[config.mk]
export PLATFORM = sky130hd
export DESIGN_NAME = atu_sincos
export DESIGN_NICKNAME = d
export VERILOG_FILES = /design/src/design/atu_pkg.sv /design/src/design/atu_sincos.sv
export SDC_FILE = /design/constraint.sdc
export NUM_CORES = 2
export LEC_CHECK = 0
export BUFFER_PORTS_ARGS = -buffer_cell sky130_fd_sc_hd__buf_2
export CAP_MARGIN = 5
export CORE_ASPECT_RATIO = 1.4
export CORE_UTILIZATION = 66
export CTS_CLUSTER_DIAMETER = 30
export DETAILED_ROUTE_END_ITERATION = 8
export PLACE_DENSITY = 0.91
export SKIP_CTS_REPAIR_TIMING = 1
export SYNTH_ARGS = -nofsm -noshare
export SYNTH_HDL_FRONTEND = slang
export SYNTH_SLANG_ARGS = --single-unit
export TNS_END_PERCENT = 30
[constraint.sdc]
create_clock -name clk -period 8.9 [get_ports clk]
set_input_delay 0.445 -clock clk [delete_from_list [all_inputs] [get_ports clk]]
set_output_delay 0.445 -clock clk [all_outputs]
set_load 0.005 [all_outputs]
[src/design/atu_pkg.sv]
package atu_pkg;

  typedef enum logic [2:0] {
    OP_IDENTITY  = 3'd0,
    OP_WRITE     = 3'd1,
    OP_TRANSLATE = 3'd2,
    OP_SCALE     = 3'd3,
    OP_ROTX      = 3'd4,
    OP_ROTY      = 3'd5,
    OP_ROTZ      = 3'd6,
    OP_POINT     = 3'd7
  } atu_op_t;

  typedef enum logic [2:0] {
    ST_IDLE,
    ST_ANGLE,
    ST_MUL,
    ST_DRAIN,
    ST_DONE
  } atu_state_t;

  typedef enum logic [2:0] {
    SC_IDLE,
    SC_REDUCE,
    SC_SCALE,
    SC_FOLD,
    SC_ITER,
    SC_ROUND
  } sc_state_t;

  // Tag that travels with one column through a lane.
  typedef struct packed {
    logic       valid;
    logic [1:0] col;
  } lane_tag_t;

  // Angle datapath widths: nanodegrees and Q30 CORDIC vector.
  localparam int ZW = 41;
  localparam int XW = 34;

  localparam logic [29:0]          NANO     = 30'd1000000000;
  localparam logic signed [XW-1:0] GAIN_Q30 = XW'(652032874);
  localparam logic signed [ZW-1:0] DEG90    = ZW'(64'd90000000000);
  localparam logic signed [ZW-1:0] DEG180   = ZW'(64'd180000000000);
  localparam logic signed [ZW-1:0] DEG360   = ZW'(64'd360000000000);

  // Arctangent of 2^-i in nanodegrees.
  function automatic logic signed [ZW-1:0] atan_nd(input logic [4:0] i);
    logic signed [ZW-1:0] v;
    unique case (i)
      5'd0:  v = ZW'(64'd45000000000);
      5'd1:  v = ZW'(64'd26565051177);
      5'd2:  v = ZW'(64'd14036243468);
      5'd3:  v = ZW'(64'd7125016349);
      5'd4:  v = ZW'(64'd3576334375);
      5'd5:  v = ZW'(64'd1789910608);
      5'd6:  v = ZW'(64'd895173710);
      5'd7:  v = ZW'(64'd447614171);
      5'd8:  v = ZW'(64'd223810500);
      5'd9:  v = ZW'(64'd111905677);
      5'd10: v = ZW'(64'd55952892);
      5'd11: v = ZW'(64'd27976453);
      5'd12: v = ZW'(64'd13988227);
      5'd13: v = ZW'(64'd6994114);
      5'd14: v = ZW'(64'd3497057);
      5'd15: v = ZW'(64'd1748528);
      5'd16: v = ZW'(64'd874264);
      5'd17: v = ZW'(64'd437132);
      5'd18: v = ZW'(64'd218566);
      5'd19: v = ZW'(64'd109283);
      5'd20: v = ZW'(64'd54642);
      5'd21: v = ZW'(64'd27321);
      5'd22: v = ZW'(64'd13660);
      5'd23: v = ZW'(64'd6830);
      default: v = '0;
    endcase
    return v;
  endfunction

endpackage

[src/design/atu_sincos.sv]
module atu_sincos
  import atu_pkg::*;
#(
  parameter int DW    = 32,
  parameter int FRAC  = 16,
  parameter int STEPS = 16
) (
  input  logic                 clk,
  input  logic                 rst,
  input  logic                 start,
  input  logic signed [31:0]   angle,
  output logic                 done,
  output logic signed [DW-1:0] cs,
  output logic signed [DW-1:0] sn
);

  // The period 360 << FRAC equals 45 << (FRAC + 3), so the angle is reduced
  // by taking the upper bits modulo 45 (reciprocal multiplication) and
  // keeping the low SH bits as they are.
  localparam int UW = 48;
  localparam int SH = FRAC + 3;
  localparam int VW = 24;
  localparam logic [UW-1:0] PER      = UW'(360) << FRAC;
  localparam logic [UW-1:0] KOFF     = ((UW'(1) << 31) / PER + UW'(1)) * PER;
  localparam logic [UW-1:0] LOW_MASK = (UW'(1) << SH) - UW'(1);
  localparam logic [26:0]   RECIP45  = 27'd95443718;
  localparam logic [4:0] LAST_STEP = 5'(STEPS - 1);

  sc_state_t state, state_next;

  logic [UW-1:0]        u;
  logic [VW-6:0]        quo;
  logic                 cnt;
  logic [63:0]          prod;
  logic signed [ZW-1:0] z;
  logic signed [XW-1:0] x;
  logic signed [XW-1:0] y;
  logic [4:0]           step;
  logic                 flip;

  logic [VW-1:0]        v;
  logic [VW+26:0]       vm;
  logic [VW-1:0]        rem_v;
  logic signed [ZW-1:0] nd;
  logic signed [ZW-1:0] z_wrap;
  logic signed [XW-1:0] dx;
  logic signed [XW-1:0] dy;
  logic signed [XW-1:0] x_rnd;
  logic signed [XW-1:0] y_rnd;

  always_ff @(posedge clk) begin
    if (rst) begin
      state <= SC_IDLE;
    end else begin
      state <= state_next;
    end
  end

  always_comb begin
    state_next = state;
    unique case (state)
      SC_IDLE:   if (start) state_next = SC_REDUCE;
      SC_REDUCE: if (cnt) state_next = SC_SCALE;
      SC_SCALE:  state_next = SC_FOLD;
      SC_FOLD:   state_next = SC_ITER;
      SC_ITER:   if (step == LAST_STEP) state_next = SC_ROUND;
      SC_ROUND:  state_next = SC_IDLE;
      default:   state_next = SC_IDLE;
    endcase
  end

  assign v      = VW'(u >> SH);
  assign vm     = (VW+27)'(v) * (VW+27)'(RECIP45);
  assign rem_v  = v - (VW'(quo) * VW'(45));
  assign nd     = ZW'((prod + (64'd1 << (FRAC - 1))) >> FRAC);
  assign z_wrap = (nd > DEG180) ? nd - DEG360 : nd;
  assign dx     = y >>> step;
  assign dy     = x >>> step;
  assign x_rnd  = (x + (XW'(1) << (29 - FRAC))) >>> (30 - FRAC);
  assign y_rnd  = (y + (XW'(1) << (29 - FRAC))) >>> (30 - FRAC);

  always_ff @(posedge clk) begin
    if (rst) begin
      done <= 1'b0;
    end else begin
      done <= (state == SC_ROUND);
    end
  end

  always_ff @(posedge clk) begin
    unique case (state)
      SC_IDLE: begin
        u   <= {{(UW-32){angle[31]}}, angle} + KOFF;
        cnt <= 1'b0;
      end
      SC_REDUCE: begin
        if (!cnt) begin
          quo <= vm[VW+26:32];
        end else begin
          u <= (UW'(rem_v) << SH) | (u & LOW_MASK);
        end
        cnt <= 1'b1;
      end
      SC_SCALE: prod <= 64'(u[33:0]) * 64'(NANO);
      SC_FOLD: begin
        x    <= GAIN_Q30;
        y    <= '0;
        step <= '0;
        if (z_wrap > DEG90) begin
          z    <= z_wrap - DEG180;
          flip <= 1'b1;
        end else if (z_wrap < -DEG90) begin
          z    <= z_wrap + DEG180;
          flip <= 1'b1;
        end else begin
          z    <= z_wrap;
          flip <= 1'b0;
        end
      end
      SC_ITER: begin
        if (z >= 0) begin
          x <= x - dx;
          y <= y + dy;
          z <= z - atan_nd(step);
        end else begin
          x <= x + dx;
          y <= y - dy;
          z <= z + atan_nd(step);
        end
        step <= step + 5'd1;
      end
      SC_ROUND: begin
        cs <= flip ? DW'(-x_rnd) : DW'(x_rnd);
        sn <= flip ? DW'(-y_rnd) : DW'(y_rnd);
      end
      default: ;
    endcase
  end

endmodule

==> impl_metrics.csv <==
group,metric,value,unit
synth,synth_cells,5399,
sta,skew,0.0249,ns
global_route,grt.total_usage,36.6,%
global_route,antenna_found_initial,6,
synth,synthMuxAreaShare,4.94,%
synth,syn_area_per_cell,9.39,um2
sta,fmax,119,MHz
synth,syn_nets,6588,
setup_path,crit_fanout,8,
cells_and_area,fin_util,72.3,%
synth,synth_edf_count,284,
detailed_routing,drtPass1Iterations,9,
clocking,clk_pin_slew_worst_paths,0.06,ns
setup_path,slowest_stage,"edfxtp_1",
setup_path,crit_type,"reg -> reg",
setup_path,critPathCaptureType,"flop",
cells_and_area,final_common_cell,"inv_1",
clocking,clockBufferDepth,3,
sta,rsz0062_at_grt,"false",
detailed_routing,drc_errors,0,
sta,final_hold_viol_count,0,
synth,synth_area,50700,um2
detailed_routing,drtIter0Drc,3636,
setup_path,cpPeakStageDelay,0.57,ns
synth,synthDistinctLibCells,94,
worst_hold_path,min_from,"rst",
synth,synthXorXnorAreaFrac,7.81,%
detailed_routing,wire_per_inst,21.7,um
cells_and_area,fin_area,54700,um2
setup_path,crit_arrival,8.78,ns
place,gp_congestion,1.03,
clocking,cts.sinks,324,
cells_and_area,layout_common_cells,"inv_1, ha_1, fa_1",
synth,synth_fa_ha_area_share,36.4,%
setup_path,startpoint,"u[31]",
global_route,overflow,0,
clocking,cts_inserted_buffers,74,
place,portBuffers,99,
cells_and_area,drive_gt1_share,7.98,%
setup_path,start_kind,"flop",
floorplan,fp.dieH,330,um
detailed_routing,routed_wl,141000,um
cells_and_area,area_delta_synth_final,7.89,%
worst_hold_path,hp-class,"in -> reg",
place,dpl_worst_slack,0.836,ns
floorplan,core,75600,um2
detailed_routing,routed.top_layer,"met4",
clocking,htreeDepth,3,
synth,yosysTopAreaCellShare,21.0,%
global_route,grt_max_degree,102,
synth,async_reset_ff_share,0,%
clocking,clock_latency,0.64,ns
detailed_routing,viasPerCell,6.31,
floorplan,pin_count,100,
floorplan,rows,119,
synth,synth_top_family_by_area,"adder cells",
outcome,status,"finished clean",
synth,synth_area_leaders,"fa_1, edfxtp_1, ha_1",
place,dp.final_hpwl,113000,um
synth,yosysWarningCount,0,
synth,yosys_register_bits,324,
setup_path,r2r_start,"u[31]",
sta,setup-tns-final,0,ns
detailed_routing,vias,40900,
cells_and_area,final_nets,6638,
clocking,root_buffer,"clkbuf_16",
synth,yosysSeqAreaShare,18.4,%
sta,worst_pin_slew,1.26,ns
sta,fin_crit,8.41,ns
sta,min_period_over_period,94.5,%
synth,synth-simple-area-share,12.4,%
synth,synth_area_leader_cell,"fa_1",
setup_path,cp.required,9.27,ns
detailed_routing,wl_met2,70400,um
floorplan,die_w,236,um
detailed_routing,wl_met3,8700,um
place,placed_cell_area,52100,um2
run,drv_cap,0,
global_route,grt_pass1_wl,223000,um
global_route,grt_pass1_vias,41900,
synth,ys.flop_type,"edfxtp_1",
setup_path,crit_top_cell,"inv_1",
sta,layout_setup_ws,0.489,ns
sta,setup_violations,0,
floorplan,initial_core_util,67.1,%
detailed_routing,met1_length,52300,um
sta,slew-limit-headroom,15.7,%
sta,report.final.slew_viol_count,0,
clocking,cts_tree,"yes",
floorplan,dieArea,78000,um2
synth,synth_compound_area_share,12.5,%
detailed_routing,ant_nets,0,
## layer usage
metal  track usage (%)  vias to the layer above
li1                  -                    18700
met1              42.2                    19800
met2              64.5                     1861
met3              5.06                      541
met4              22.7                        0
met5                 0                        -
## layout make-up
cell class | instances | area [um2]
Fill cell | 5453 | 20900
Multi-Input combinational cell | 4063 | 37600
Clock inverter | 50 | 603
Clock buffer | 88 | 1970
Antenna cell | 6 | 15.0
Sequential cell | 324 | 9330
Tap cell | 968 | 1210
Inverter | 837 | 3140
Timing Repair Buffer | 149 | 883
## worst max-delay path, delay by kind of cell, from the launching register on
| family | cells | cell delay (ns) |
|---|---|---|
| simple gates | 5 | 0.95 |
| compound gates | 9 | 2.29 |
| xor+xnor | 1 | 0.10 |
| flops | 1 | 0.57 |
| fa+ha+maj | 8 | 3.62 |
| buf+inv | 7 | 0.60 |
## final timing paths
path              cells past startpoint  slack, ns      end
setup / recovery                     30       0.49  quo[18]
hold / removal                        2       0.05     done
setup reg to reg                     30       0.49  quo[18]
hold reg to reg                       2       0.72     y[0]
## cells by family after synthesis
group,Yosys count
and+or+nand+nor,1282
adders and majority gates,1154
buffers and inverters,1012
AOI/OAI and AO/OA,1003
xor gates and xnor gates,449
DFF,324
muxes,175
## synth_stat cells (32+ instances only)
library cell / n
inv_1: 833
ha_1: 621
fa_1: 533
nor2_1: 349
nand2_1: 300
o21ai_0: 297
edfxtp_1: 284
xnor2_1: 255
a21oi_1: 228
xor2_1: 190
clkbuf_1: 125
nor3_1: 121
nand3_1: 120
mux2i_1: 78
mux4_2: 56
a21o_1: 54
o21a_1: 50
o31ai_1: 46
or3_1: 46
nand2b_1: 45
and3_1: 42
and2_1: 41
mux2_2: 41
dfxtp_1: 40
a31oi_1: 39
nand4_1: 39
a211oi_1: 34
nor4_1: 32
## per-stage QoR
| stage | hold WS [ns] | cells |
|---|---|---|
| finish | 0.0491 | 6485 |
| global route | 0.0348 | 6485 |
| CTS | 0.0308 | 6479 |
| detailed placement | 0.677 | 6341 |
| global placement | 0.663 | 6341 |
| floorplan | 0.517 | 5399 |
Power is not shown: default switching activity piles up to over one toggle a cycle in this logic, so the estimate is an artifact.
